### src/rtl/sine_voice_with_tail_off_assert.svh
// Assertion shorthands for the voice: sampled on clk, off while arst_n is low.
`ifndef SINE_VOICE_WITH_TAIL_OFF_ASSERT_SVH
`define SINE_VOICE_WITH_TAIL_OFF_ASSERT_SVH

// Plain property, checked at every rising edge of clk.
`define SVTO_ASSERT(label, prop, msg) \
	label: assert property (@(posedge clk) disable iff (!arst_n) (prop)) else $error(msg);

// Same-cycle implication.
`define SVTO_ASSERT_IMPL(label, ante, cons, msg) \
	label: assert property (@(posedge clk) disable iff (!arst_n) (ante) |-> (cons)) \
		else $error(msg);

// Next-cycle implication.
`define SVTO_ASSERT_NEXT(label, ante, cons, msg) \
	label: assert property (@(posedge clk) disable iff (!arst_n) (ante) |=> (cons)) \
		else $error(msg);

`endif

### src/rtl/svto_pkg.sv
`timescale 1ns / 1ps

package svto_pkg;

	localparam int SINE_TABLE_BITS_DEF = 10;
	localparam int SAMPLE_BITS_DEF     = 16;

	// request codes
	localparam logic [1:0] FUNC_NOTE_ON  = 2'd0;
	localparam logic [1:0] FUNC_NOTE_OFF = 2'd1;
	localparam logic [1:0] FUNC_TICK     = 2'd2;

	// configuration register indexes
	localparam int CFG_INDEX_W = 2;
	localparam logic [CFG_INDEX_W-1:0] CFG_LEVEL = 2'd0;
	localparam logic [CFG_INDEX_W-1:0] CFG_HZ    = 2'd1;

	localparam logic [31:0] HZ_RESET   = 32'd97391;
	localparam logic [15:0] DECAY_Q16  = 16'd64881;
	localparam logic [16:0] STOP_LEVEL = 17'd327;
	localparam logic [16:0] TAIL_ONE   = 17'd65536;
	localparam logic [14:0] SINE_MAX   = 15'd32767;

	// quarter-wave sine polynomial, Horner form in Q30
	typedef logic [31:0] horner_t [0:3];
	localparam logic [31:0] HORNER_SEED = 32'd172272;
	localparam horner_t HORNER_C = '{32'd5026995, 32'd85569306, 32'd693598668,
		32'd1686629713};

	// note frequency ROM, Q16 Hz
	typedef logic [29:0] freq_t;
	typedef freq_t note_rom_t [0:127];
	typedef logic [31:0] octave_t [0:11];
	localparam octave_t TOP_OCTAVE = '{
		32'd548668578, 32'd581294109, 32'd615859655, 32'd652480576,
		32'd691279090, 32'd732384684, 32'd775934544, 32'd822074013,
		32'd870957077, 32'd922746880, 32'd977616265, 32'd1035748353};

	function automatic note_rom_t build_note_rom();
		note_rom_t rom;
		logic [63:0] v;
		int idx;
		int sh;
		rom = '{default: '0};
		for (int oct = 0; oct < 11; oct++) begin
			for (int pc = 0; pc < 12; pc++) begin
				idx = oct * 12 + pc;
				sh = 10 - oct;
				if (sh == 0)
					v = 64'(TOP_OCTAVE[pc]);
				else
					v = (64'(TOP_OCTAVE[pc]) + (64'd1 << (sh - 1))) >> sh;
				if (idx < 128)
					rom[idx] = v[29:0];
			end
		end
		return rom;
	endfunction

	localparam note_rom_t NOTE_FREQ_Q16 = build_note_rom();

	// datapath operations
	typedef enum logic [3:0] {
		OP_IDLE, OP_LATCH, OP_FREQ, OP_NOTE_ON, OP_NOTE_OFF, OP_X, OP_X2,
		OP_HSUB, OP_MAG, OP_MSEL, OP_OUT, OP_DUPD
	} svto_op_t;

	// multiplier operand pairs
	typedef enum logic [2:0] {
		MUL_FREQ, MUL_XX, MUL_AX2, MUL_AX, MUL_LVL, MUL_TAIL, MUL_DECAY
	} svto_mul_t;

	typedef struct packed {
		svto_op_t  op;
		logic      mul_en;
		svto_mul_t mul_sel;
		logic [1:0] step;
		logic      load_out;
	} svto_cmd_t;

	typedef struct packed {
		logic active;
		logic tailing;
	} svto_stat_t;

endpackage

### src/rtl/svto_dp.sv
`timescale 1ns / 1ps
`include "sine_voice_with_tail_off_assert.svh"

module svto_dp #(
	parameter int SINE_TABLE_BITS = svto_pkg::SINE_TABLE_BITS_DEF,
	parameter int SAMPLE_BITS     = svto_pkg::SAMPLE_BITS_DEF
) (
	input  logic                                 clk,
	input  logic                                 arst_n,
	input  logic                                 cfg_we,
	input  logic [svto_pkg::CFG_INDEX_W-1:0]     cfg_index,
	input  logic [31:0]                          cfg_data,
	input  logic [6:0]                           note,
	input  logic                                 allow_tail_off,
	input  svto_pkg::svto_cmd_t                  cmd,
	output svto_pkg::svto_stat_t                 stat,
	output logic signed [SAMPLE_BITS-1:0]        sample,
	output logic                                 active,
	output logic                                 tailing
);

	localparam int QBITS = SINE_TABLE_BITS - 2;
	localparam int SHIFT = 32 - SAMPLE_BITS;
	localparam logic [32:0] OUT_ROUND = 33'd1 << (SHIFT - 1);
	localparam logic [SAMPLE_BITS-1:0] OUT_LIM = {1'b0, {(SAMPLE_BITS-1){1'b1}}};
	localparam logic [QBITS:0] QUARTER = {1'b1, {QBITS{1'b0}}};

	logic [15:0] level_q;
	logic [31:0] hz_q;
	logic [31:0] phase_q;
	logic [31:0] inc_q;
	logic [16:0] tail_q;

	logic [6:0]  note_q;
	logic        allow_q;
	svto_pkg::freq_t freq_q;
	logic [30:0] x_q;
	logic [30:0] x2_q;
	logic        neg_q;
	logic [31:0] acc_q;
	logic [63:0] prod_q;
	logic [SAMPLE_BITS-1:0] res_q;
	logic [SAMPLE_BITS-1:0] sample_q;
	logic        active_q;
	logic        tailing_q;

	logic [31:0] mul_a;
	logic [31:0] mul_b;
	logic [63:0] mul_p;

	logic [SINE_TABLE_BITS-1:0] idx;
	logic [QBITS-1:0] pos;
	logic [QBITS:0]   fold;
	logic [32:0] mag_sum;
	logic [14:0] mag_sat;
	logic [47:0] tail_sum;
	logic [32:0] out_sum;
	logic [32:0] out_shift;
	logic [SAMPLE_BITS-1:0] out_sat;
	logic [32:0] dec_sum;
	logic [16:0] dec_t;

	always_comb begin
		unique case (cmd.mul_sel)
			svto_pkg::MUL_FREQ: begin
				mul_a = 32'(freq_q);
				mul_b = hz_q;
			end
			svto_pkg::MUL_XX: begin
				mul_a = 32'(x_q);
				mul_b = 32'(x_q);
			end
			svto_pkg::MUL_AX2: begin
				mul_a = acc_q;
				mul_b = 32'(x2_q);
			end
			svto_pkg::MUL_AX: begin
				mul_a = acc_q;
				mul_b = 32'(x_q);
			end
			svto_pkg::MUL_LVL: begin
				mul_a = acc_q;
				mul_b = 32'(level_q);
			end
			svto_pkg::MUL_TAIL: begin
				mul_a = prod_q[31:0];
				mul_b = 32'(tail_q);
			end
			svto_pkg::MUL_DECAY: begin
				mul_a = 32'(tail_q);
				mul_b = 32'(svto_pkg::DECAY_Q16);
			end
			default: begin
				mul_a = '0;
				mul_b = '0;
			end
		endcase
	end

	assign mul_p = 64'(mul_a) * 64'(mul_b);

	// fold the phase onto the quarter wave
	assign idx  = phase_q[31 -: SINE_TABLE_BITS];
	assign pos  = idx[QBITS-1:0];
	assign fold = idx[QBITS] ? (QUARTER - {1'b0, pos}) : {1'b0, pos};

	assign mag_sum = {1'b0, prod_q[61:30]} + 33'd16384;
	assign mag_sat = (mag_sum[32:15] > 18'(svto_pkg::SINE_MAX)) ? svto_pkg::SINE_MAX :
		mag_sum[29:15];

	assign tail_sum = prod_q[47:0] + 48'd32768;

	assign out_sum   = {1'b0, acc_q} + OUT_ROUND;
	assign out_shift = out_sum >> SHIFT;
	assign out_sat   = (out_shift > 33'(OUT_LIM)) ? OUT_LIM : out_shift[SAMPLE_BITS-1:0];

	assign dec_sum = prod_q[32:0] + 33'd32768;
	assign dec_t   = dec_sum[32:16];

	always_ff @(posedge clk or negedge arst_n) begin
		if (!arst_n) begin
			level_q <= '0;
			hz_q    <= svto_pkg::HZ_RESET;
			phase_q <= '0;
			inc_q   <= '0;
			tail_q  <= '0;
		end else begin
			if (cfg_we) begin
				unique case (cfg_index)
					svto_pkg::CFG_LEVEL: level_q <= cfg_data[15:0];
					svto_pkg::CFG_HZ:    hz_q <= cfg_data;
					default: ;
				endcase
			end
			unique case (cmd.op)
				svto_pkg::OP_NOTE_ON: begin
					phase_q <= '0;
					tail_q  <= '0;
					inc_q   <= prod_q[47:16];
				end
				svto_pkg::OP_NOTE_OFF: begin
					if (allow_q) begin
						if (inc_q != '0 && tail_q == '0)
							tail_q <= svto_pkg::TAIL_ONE;
					end else begin
						inc_q  <= '0;
						tail_q <= '0;
					end
				end
				svto_pkg::OP_OUT: phase_q <= phase_q + inc_q;
				svto_pkg::OP_DUPD: begin
					if (dec_t <= svto_pkg::STOP_LEVEL) begin
						tail_q <= '0;
						inc_q  <= '0;
					end else begin
						tail_q <= dec_t;
					end
				end
				default: ;
			endcase
		end
	end

	always_ff @(posedge clk) begin
		if (cmd.mul_en)
			prod_q <= mul_p;
		if (cmd.load_out) begin
			sample_q  <= res_q;
			active_q  <= (inc_q != '0);
			tailing_q <= (tail_q != '0);
		end
		unique case (cmd.op)
			svto_pkg::OP_LATCH: begin
				note_q  <= note;
				allow_q <= allow_tail_off;
				res_q   <= '0;
			end
			svto_pkg::OP_FREQ: freq_q <= svto_pkg::NOTE_FREQ_Q16[note_q];
			svto_pkg::OP_X: begin
				x_q   <= {fold, {(30-QBITS){1'b0}}};
				neg_q <= idx[SINE_TABLE_BITS-1];
			end
			svto_pkg::OP_X2: begin
				x2_q  <= prod_q[60:30];
				acc_q <= svto_pkg::HORNER_SEED;
			end
			svto_pkg::OP_HSUB: acc_q <= svto_pkg::HORNER_C[cmd.step] - prod_q[61:30];
			svto_pkg::OP_MAG:  acc_q <= 32'(mag_sat);
			svto_pkg::OP_MSEL: acc_q <= (tail_q != '0) ? tail_sum[47:16] : prod_q[31:0];
			svto_pkg::OP_OUT:  res_q <= neg_q ? (~out_sat + 1'b1) : out_sat;
			default: ;
		endcase
	end

	assign stat.active  = (inc_q != '0);
	assign stat.tailing = (tail_q != '0);
	assign sample  = sample_q;
	assign active  = active_q;
	assign tailing = tailing_q;

	`SVTO_ASSERT_IMPL(a_tail_needs_voice, tail_q != '0, inc_q != '0, "tail runs on a silent voice")
	`SVTO_ASSERT(a_tail_range, tail_q <= svto_pkg::TAIL_ONE, "tail above unity")
	`SVTO_ASSERT_NEXT(a_decay_drops, cmd.op == svto_pkg::OP_DUPD, tail_q < $past(tail_q), "no decay")

endmodule

### src/rtl/svto_ctrl.sv
`timescale 1ns / 1ps
`include "sine_voice_with_tail_off_assert.svh"

module svto_ctrl (
	input  logic                 clk,
	input  logic                 arst_n,
	input  logic                 in_valid,
	output logic                 in_ready,
	input  logic [1:0]           func,
	output logic                 out_valid,
	input  logic                 out_ready,
	input  svto_pkg::svto_stat_t stat,
	output svto_pkg::svto_cmd_t  cmd
);

	typedef enum logic [4:0] {
		S_IDLE, S_FREQ, S_FMUL, S_NOTE_ON, S_NOTE_OFF, S_X, S_SQ, S_X2,
		S_HMUL, S_HSUB, S_SMUL, S_MAG, S_LMUL, S_TMUL, S_MSEL, S_OUT,
		S_DMUL, S_DUPD, S_DONE
	} state_t;

	state_t     state_q;
	logic [1:0] step_q;
	logic       out_valid_q;

	always_comb begin
		cmd.op       = svto_pkg::OP_IDLE;
		cmd.mul_en   = 1'b0;
		cmd.mul_sel  = svto_pkg::MUL_FREQ;
		cmd.step     = step_q;
		cmd.load_out = 1'b0;
		unique case (state_q)
			S_IDLE:     if (in_valid) cmd.op = svto_pkg::OP_LATCH;
			S_FREQ:     cmd.op = svto_pkg::OP_FREQ;
			S_FMUL:     cmd.mul_en = 1'b1;
			S_NOTE_ON:  cmd.op = svto_pkg::OP_NOTE_ON;
			S_NOTE_OFF: cmd.op = svto_pkg::OP_NOTE_OFF;
			S_X:        cmd.op = svto_pkg::OP_X;
			S_SQ: begin
				cmd.mul_en  = 1'b1;
				cmd.mul_sel = svto_pkg::MUL_XX;
			end
			S_X2:       cmd.op = svto_pkg::OP_X2;
			S_HMUL: begin
				cmd.mul_en  = 1'b1;
				cmd.mul_sel = svto_pkg::MUL_AX2;
			end
			S_HSUB:     cmd.op = svto_pkg::OP_HSUB;
			S_SMUL: begin
				cmd.mul_en  = 1'b1;
				cmd.mul_sel = svto_pkg::MUL_AX;
			end
			S_MAG:      cmd.op = svto_pkg::OP_MAG;
			S_LMUL: begin
				cmd.mul_en  = 1'b1;
				cmd.mul_sel = svto_pkg::MUL_LVL;
			end
			S_TMUL: begin
				cmd.mul_en  = 1'b1;
				cmd.mul_sel = svto_pkg::MUL_TAIL;
			end
			S_MSEL:     cmd.op = svto_pkg::OP_MSEL;
			S_OUT:      cmd.op = svto_pkg::OP_OUT;
			S_DMUL: begin
				cmd.mul_en  = 1'b1;
				cmd.mul_sel = svto_pkg::MUL_DECAY;
			end
			S_DUPD:     cmd.op = svto_pkg::OP_DUPD;
			S_DONE:     cmd.load_out = !out_valid_q || out_ready;
			default: ;
		endcase
	end

	always_ff @(posedge clk or negedge arst_n) begin
		if (!arst_n) begin
			state_q     <= S_IDLE;
			step_q      <= '0;
			out_valid_q <= 1'b0;
		end else begin
			if (cmd.load_out)
				out_valid_q <= 1'b1;
			else if (out_ready)
				out_valid_q <= 1'b0;
			unique case (state_q)
				S_IDLE: begin
					if (in_valid) begin
						priority case (func)
							svto_pkg::FUNC_NOTE_ON:  state_q <= S_FREQ;
							svto_pkg::FUNC_NOTE_OFF: state_q <= S_NOTE_OFF;
							svto_pkg::FUNC_TICK:     state_q <= stat.active ? S_X : S_DONE;
							default:                 state_q <= S_DONE;
						endcase
					end
				end
				S_FREQ:     state_q <= S_FMUL;
				S_FMUL:     state_q <= S_NOTE_ON;
				S_NOTE_ON:  state_q <= S_DONE;
				S_NOTE_OFF: state_q <= S_DONE;
				S_X:        state_q <= S_SQ;
				S_SQ:       state_q <= S_X2;
				S_X2: begin
					step_q  <= '0;
					state_q <= S_HMUL;
				end
				S_HMUL:     state_q <= S_HSUB;
				S_HSUB: begin
					step_q  <= step_q + 2'd1;
					state_q <= (step_q == 2'd3) ? S_SMUL : S_HMUL;
				end
				S_SMUL:     state_q <= S_MAG;
				S_MAG:      state_q <= S_LMUL;
				S_LMUL:     state_q <= stat.tailing ? S_TMUL : S_MSEL;
				S_TMUL:     state_q <= S_MSEL;
				S_MSEL:     state_q <= S_OUT;
				S_OUT:      state_q <= stat.tailing ? S_DMUL : S_DONE;
				S_DMUL:     state_q <= S_DUPD;
				S_DUPD:     state_q <= S_DONE;
				S_DONE:     if (cmd.load_out) state_q <= S_IDLE;
				default:    state_q <= S_IDLE;
			endcase
		end
	end

	assign in_ready  = (state_q == S_IDLE);
	assign out_valid = out_valid_q;

	`SVTO_ASSERT_NEXT(a_one_at_a_time, in_valid && in_ready, !in_ready, "request taken while busy")
	`SVTO_ASSERT_IMPL(a_load_free, cmd.load_out, !out_valid || out_ready, "result overwritten")

endmodule

### src/rtl/sine_voice_with_tail_off.sv
`timescale 1ns / 1ps
// Requests are taken one at a time: in_ready is high only while the sequencer is idle, and the
//   single shared 32x32 multiplier is stepped through the sine polynomial for each tick.
// Reset (arst_n low, asynchronous): voice silent, phase and tail zero, level 0,
//   hz_to_increment 97391, no result pending; no clearing pass is needed.
module sine_voice_with_tail_off #(
	parameter int SINE_TABLE_BITS = svto_pkg::SINE_TABLE_BITS_DEF,
	parameter int SAMPLE_BITS     = svto_pkg::SAMPLE_BITS_DEF
) (
	input  logic                             clk,
	input  logic                             arst_n,
	// configuration writes: level at index 0, hz_to_increment at index 1
	input  logic                             cfg_we,
	input  logic [svto_pkg::CFG_INDEX_W-1:0] cfg_index,
	input  logic [31:0]                      cfg_data,
	// request channel
	input  logic                             in_valid,
	output logic                             in_ready,
	input  logic [1:0]                       func,
	input  logic [6:0]                       note,
	input  logic                             allow_tail_off,
	// result channel
	output logic                             out_valid,
	input  logic                             out_ready,
	output logic signed [SAMPLE_BITS-1:0]    sample,
	output logic                             active,
	output logic                             tailing
);

	// Commands flow from the sequencer to the datapath; status (voice sounding,
	// tail running) flows back to steer the branch points of the sequence.
	svto_pkg::svto_cmd_t  cmd;
	svto_pkg::svto_stat_t stat;

	// Sequencer: take one request at a time, step the multiplier through
	// note frequency scaling, the quarter-wave Horner evaluation, the gain and
	// tail products and the tail decay, then hand the result to the output
	// register. A waiting result stalls the next pass in its done state.
	svto_ctrl u_ctrl (
		.clk       (clk),
		.arst_n    (arst_n),
		.in_valid  (in_valid),
		.in_ready  (in_ready),
		.func      (func),
		.out_valid (out_valid),
		.out_ready (out_ready),
		.stat      (stat),
		.cmd       (cmd)
	);

	// Datapath: configuration and voice registers, note ROM, the shared
	// multiplier with its product register, rounding and saturation, and the
	// output register that holds a result until it is taken.
	svto_dp #(
		.SINE_TABLE_BITS (SINE_TABLE_BITS),
		.SAMPLE_BITS     (SAMPLE_BITS)
	) u_dp (
		.clk            (clk),
		.arst_n         (arst_n),
		.cfg_we         (cfg_we),
		.cfg_index      (cfg_index),
		.cfg_data       (cfg_data),
		.note           (note),
		.allow_tail_off (allow_tail_off),
		.cmd            (cmd),
		.stat           (stat),
		.sample         (sample),
		.active         (active),
		.tailing        (tailing)
	);

endmodule
### config.mk
export PLATFORM = sky130hd
export DESIGN_NAME = sine_voice_with_tail_off
export DESIGN_NICKNAME = d
export VERILOG_FILES = /design/src/rtl/svto_pkg.sv /design/src/rtl/svto_dp.sv /design/src/rtl/svto_ctrl.sv /design/src/rtl/sine_voice_with_tail_off.sv
export VERILOG_INCLUDE_DIRS = /design/src /design/src/rtl
export SDC_FILE = /design/constraint.sdc
export NUM_CORES = 2
export LEC_CHECK = 0
export BUFFER_PORTS_ARGS = -buffer_cell sky130_fd_sc_hd__buf_2
export CAP_MARGIN = 40
export CORE_MARGIN = 8
export CORE_UTILIZATION = 40
export CTS_CLUSTER_DIAMETER = 150
export DETAILED_ROUTE_END_ITERATION = 10
export PLACE_DENSITY_LB_ADDON = 0.12
export SLEW_MARGIN = 20
export SYNTH_ARGS = -nofsm -noshare
export SYNTH_HDL_FRONTEND = slang
export SYNTH_SLANG_ARGS = --single-unit
### constraint.sdc
create_clock -name clk -period 12.3 [get_ports clk]
set_input_delay 2.46 -clock clk [delete_from_list [all_inputs] [get_ports clk]]
set_output_delay 2.46 -clock clk [all_outputs]
set_load 0.05 [all_outputs]
==> summary.txt <==
Status
  • Status: finished clean

Setup path
  • Startpoint of the lowest-slack register-to-register path: u_ctrl.state_q[4]
  • Maximum fanout count along the critical path: 34
  • Startpoint Class: register
  • Cell mode on critical path: sky130_fd_sc_hd__fa_1
  • Crit end category: register
  • Worst setup slack for register-to-register paths: 1.82 ns
  • Crit path DAT: 10.81 ns
  • Source of the critical timing path: u_ctrl.state_q[4]
  • Slowest stage delay, CP: 0.70 ns
  • Required time of the worst setup path: 12.63 ns
  • Critical path class: reg -> reg
  • Slowest library cell on the worst path: sky130_fd_sc_hd__a221o_1

Floorplanning
  • Starting density of the core: 40.1%
  • Standard-cell rows: 135
  • I/O Pins: 69
  • Die Y: 384 µm
  • Die width: 384 µm
  • Area of the core: 135000 µm²
  • Total die area: 147000 µm²

Clock tree
  • Clock tree from TritonCTS: done
  • Number of resized instances in the post-cts repair step: 0
  • Count of clock tree sinks: 344
  • Clock insertion delay at the later pin of the skew report: 0.59 ns
  • H-tree levels: 2
  • Buffer type at the clock tree root: sky130_fd_sc_hd__clkbuf_16
  • CTS Buffer Depth: 3
  • Clock transition at path regs: 0.06 ns
  • Buffers inserted by post-CTS timing repair: 0
  • Number of hold buffers added after cts: 0
  • Cts bufs inserted: 44

Synthesis
  • Area fraction of the dominant cell type after synthesis: 33.2%
  • Synth area leaders: sky130_fd_sc_hd__fa_1 (33%), sky130_fd_sc_hd__edfxtp_1 (11%), sky130_fd_sc_hd__ha_1 (7.7%)
  • Async SR Flop Fraction: 39.8%
  • Post-synthesis sequential area ratio: 17.9%
  • Most used standard cells in the synthesized netlist: sky130_fd_sc_hd__inv_1 (1018), sky130_fd_sc_hd__fa_1 (897), sky130_fd_sc_hd__nand2_1 (747)
  • Average cell area after synthesis: 8.94 µm²
  • Synth Flop Type: sky130_fd_sc_hd__edfxtp_1
  • Post-Syn Nets: 7330
  • Post-synthesis cell type with the largest combined area: sky130_fd_sc_hd__fa_1
  • Post-synth EDFFs: 207
  • Cells after synthesis: 6053
  • Library cells used by synthesis: 102
  • Ys Warns: 0
  • Most repeated cell in the gate-level netlist after synthesis: sky130_fd_sc_hd__inv_1
  • #FFs+latches synth: 344
  • Cell area after synthesis: 54100 µm²

Final layout
  • Final design instance area without fill: 58900 µm²
  • Area grow syn2layout: 8.92%
  • Net count reported at finish: 7269
  • Fraction of layout instances using a drive strength above 1: 8.38%
  • Fin cells: 7814
  • Number of fill cells: 13500

Routing
  • Count of vias placed by the detailed router: 43900
  • Total detailed-routing wirelength: 202000 µm
  • Average detailed-routed wire length per instance: 25.9 µm
  • Number of detailed-route iterations in the first pass: 6
  • Remaining design rule violation count: 0
  • Post-DR vias/cell: 5.62
  • Antenna Violating Nets Remaining: 0
  • Iteration-0 DRC Markers: 4040

Placed design
  • Buffers added on ports: 68
  • RePlAce Congestion: 0.951
  • Instance area after placement: 57300 µm²
  • Estimated wirelength of the detail-placed design: 161000 µm
  • Dpl cells: 7721
  • Pre-CTS setup slack: 1.91 ns

Timing
  • Slew at the pin closest to its max-slew limit: 1.07 ns
  • Final hold violations: 0
  • Setup-failing EPs final: 0
  • Total Neg Setup Slack: 0 ns
  • Fmax achieved: 0.0954 GHz
  • Max-slew headroom: 28.3%
  • Slew Limit Fails: 0
  • Unrepaired setup endpoints after global routing: no
  • Final period demand of the worst path: 10.48 ns
  • Post-route clock skew: 0.0248 ns
  • Period utilisation layout: 85.2%
  • Worst Setup Slack, final: 1.82 ns

GRT
  • Number of antenna violations at the first check in global routing: 10
  • Gr usage total: 27.4%
  • GRT overflow: 0
  • Via count of the first global-routing pass: 45000
  • Maximum number of pins on one net before global-route repair: 78
  • Wire length of the first global-routing pass: 302000 µm

Hold path
  • Hold_sp: u_dp.res_q[14]
  • Min-Delay Path Class: reg -> reg

Flow run
  • Max-cap violation count: 0
cell families after synthesis:
logic type                 share of synthesized area [%]
AOI/OAI and AO/OA                                   12.1
xor gates and xnor gates                            3.04
adders and majority gates                           40.9
buffers and inverters                               9.73
DFF                                                 17.9
muxes                                               1.93
and+or+nand+nor                                     14.5
critical path: cells and delay by family, from the launching register on:
family          cells  cell delay [ns]
compound gates      9             2.65
xor+xnor            1             0.14
fa+ha+maj           9             4.46
buf+inv             6             0.74
flops               1             0.68
simple gates        6             1.54
final timing paths:
check                             endpoint  cells after the start
max in group asynchronous    u_dp.hz_q[16]                      4
min                        u_dp.sample[14]                      0
min reg2reg                u_dp.sample[14]                      0
max reg2reg                u_dp.prod_q[56]                     31
max                        u_dp.prod_q[56]                     31
min in group asynchronous    u_dp.hz_q[31]                      1
metrics by stage:
step	util, %	hold slack [ns]
after floorplan	-	0.400
after global placement	42.2	0.408
after detailed placement	42.5	0.405
after CTS	43.6	0.431
after global routing	43.7	0.433
final	43.7	0.433
area by class of cell:
cell class | count | area [µm²] | share of cell area (%)
clock buffers | 61 | 1250 | 2.12
clock inverters | 21 | 248 | 0.420
multi-input cells | 4325 | 39600 | 67.3
well taps | 1781 | 2230 | 3.78
flip-flops and latches | 344 | 9660 | 16.4
diodes | 5 | 12.5 | 0.0212
repair buffers | 256 | 2060 | 3.50
inverters | 1021 | 3830 | 6.50
per-layer routing:
layer  global-route usage (%)  share of wire [%]  routed length [µm]  up-vias
li1                         -                  -                   -    19300
met1                     39.3                 44               89100    22600
met2                     41.9                 44               88700     1732
met3                     4.58                8.0               16200      336
met4                     9.50                4.0                8140        2
met5                        0             0.0064                  13        -
sequential cells by signal (all words and copies together) (netlist names), 17 cells and up:
| register | flops |
|---|---|
| u_dp.prod_q | 62 |
| u_dp.tail_q | 17 |
| u_dp.phase_q | 32 |
| u_dp.hz_q | 32 |
| u_dp.x2_q | 31 |
| u_dp.acc_q | 32 |
| u_dp.inc_q | 32 |
| u_dp.freq_q | 30 |
layout by cell type (no fill, tap or decap), types with 13 or more instances in the layout:
master and n:
sky130_fd_sc_hd__inv_1 1018, sky130_fd_sc_hd__fa_1 897, sky130_fd_sc_hd__nand2_1 745, sky130_fd_sc_hd__nor2_1 744
sky130_fd_sc_hd__ha_1 331, sky130_fd_sc_hd__a21oi_1 240, sky130_fd_sc_hd__o21ai_0 218, sky130_fd_sc_hd__edfxtp_1 207
sky130_fd_sc_hd__buf_4 157, sky130_fd_sc_hd__dfrtp_1 125, sky130_fd_sc_hd__xnor2_1 120, sky130_fd_sc_hd__a21o_1 83
sky130_fd_sc_hd__nand3_1 79, sky130_fd_sc_hd__a22o_1 73, sky130_fd_sc_hd__buf_2 68, sky130_fd_sc_hd__xor2_1 66
sky130_fd_sc_hd__mux2_2 51, sky130_fd_sc_hd__clkbuf_16 46, sky130_fd_sc_hd__and3_1 38, sky130_fd_sc_hd__nor3_1 37
sky130_fd_sc_hd__nand2b_1 37, sky130_fd_sc_hd__o211ai_1 35, sky130_fd_sc_hd__a221o_1 34, sky130_fd_sc_hd__nor2b_1 31
sky130_fd_sc_hd__a22oi_1 30, sky130_fd_sc_hd__o22ai_1 28, sky130_fd_sc_hd__a31oi_1 26, sky130_fd_sc_hd__nand4_1 26
sky130_fd_sc_hd__a211oi_1 22, sky130_fd_sc_hd__and2_1 18, sky130_fd_sc_hd__o221ai_1 18, sky130_fd_sc_hd__a221oi_4 18
sky130_fd_sc_hd__mux2i_1 18, sky130_fd_sc_hd__o31ai_1 17, sky130_fd_sc_hd__nor4_1 16, sky130_fd_sc_hd__o21bai_1 14
sky130_fd_sc_hd__buf_8 14, sky130_fd_sc_hd__a221oi_2 13
Power is left out: the tool's default activity adds up to more than one toggle a clock period on the data nets, which glitch-free logic cannot reach.
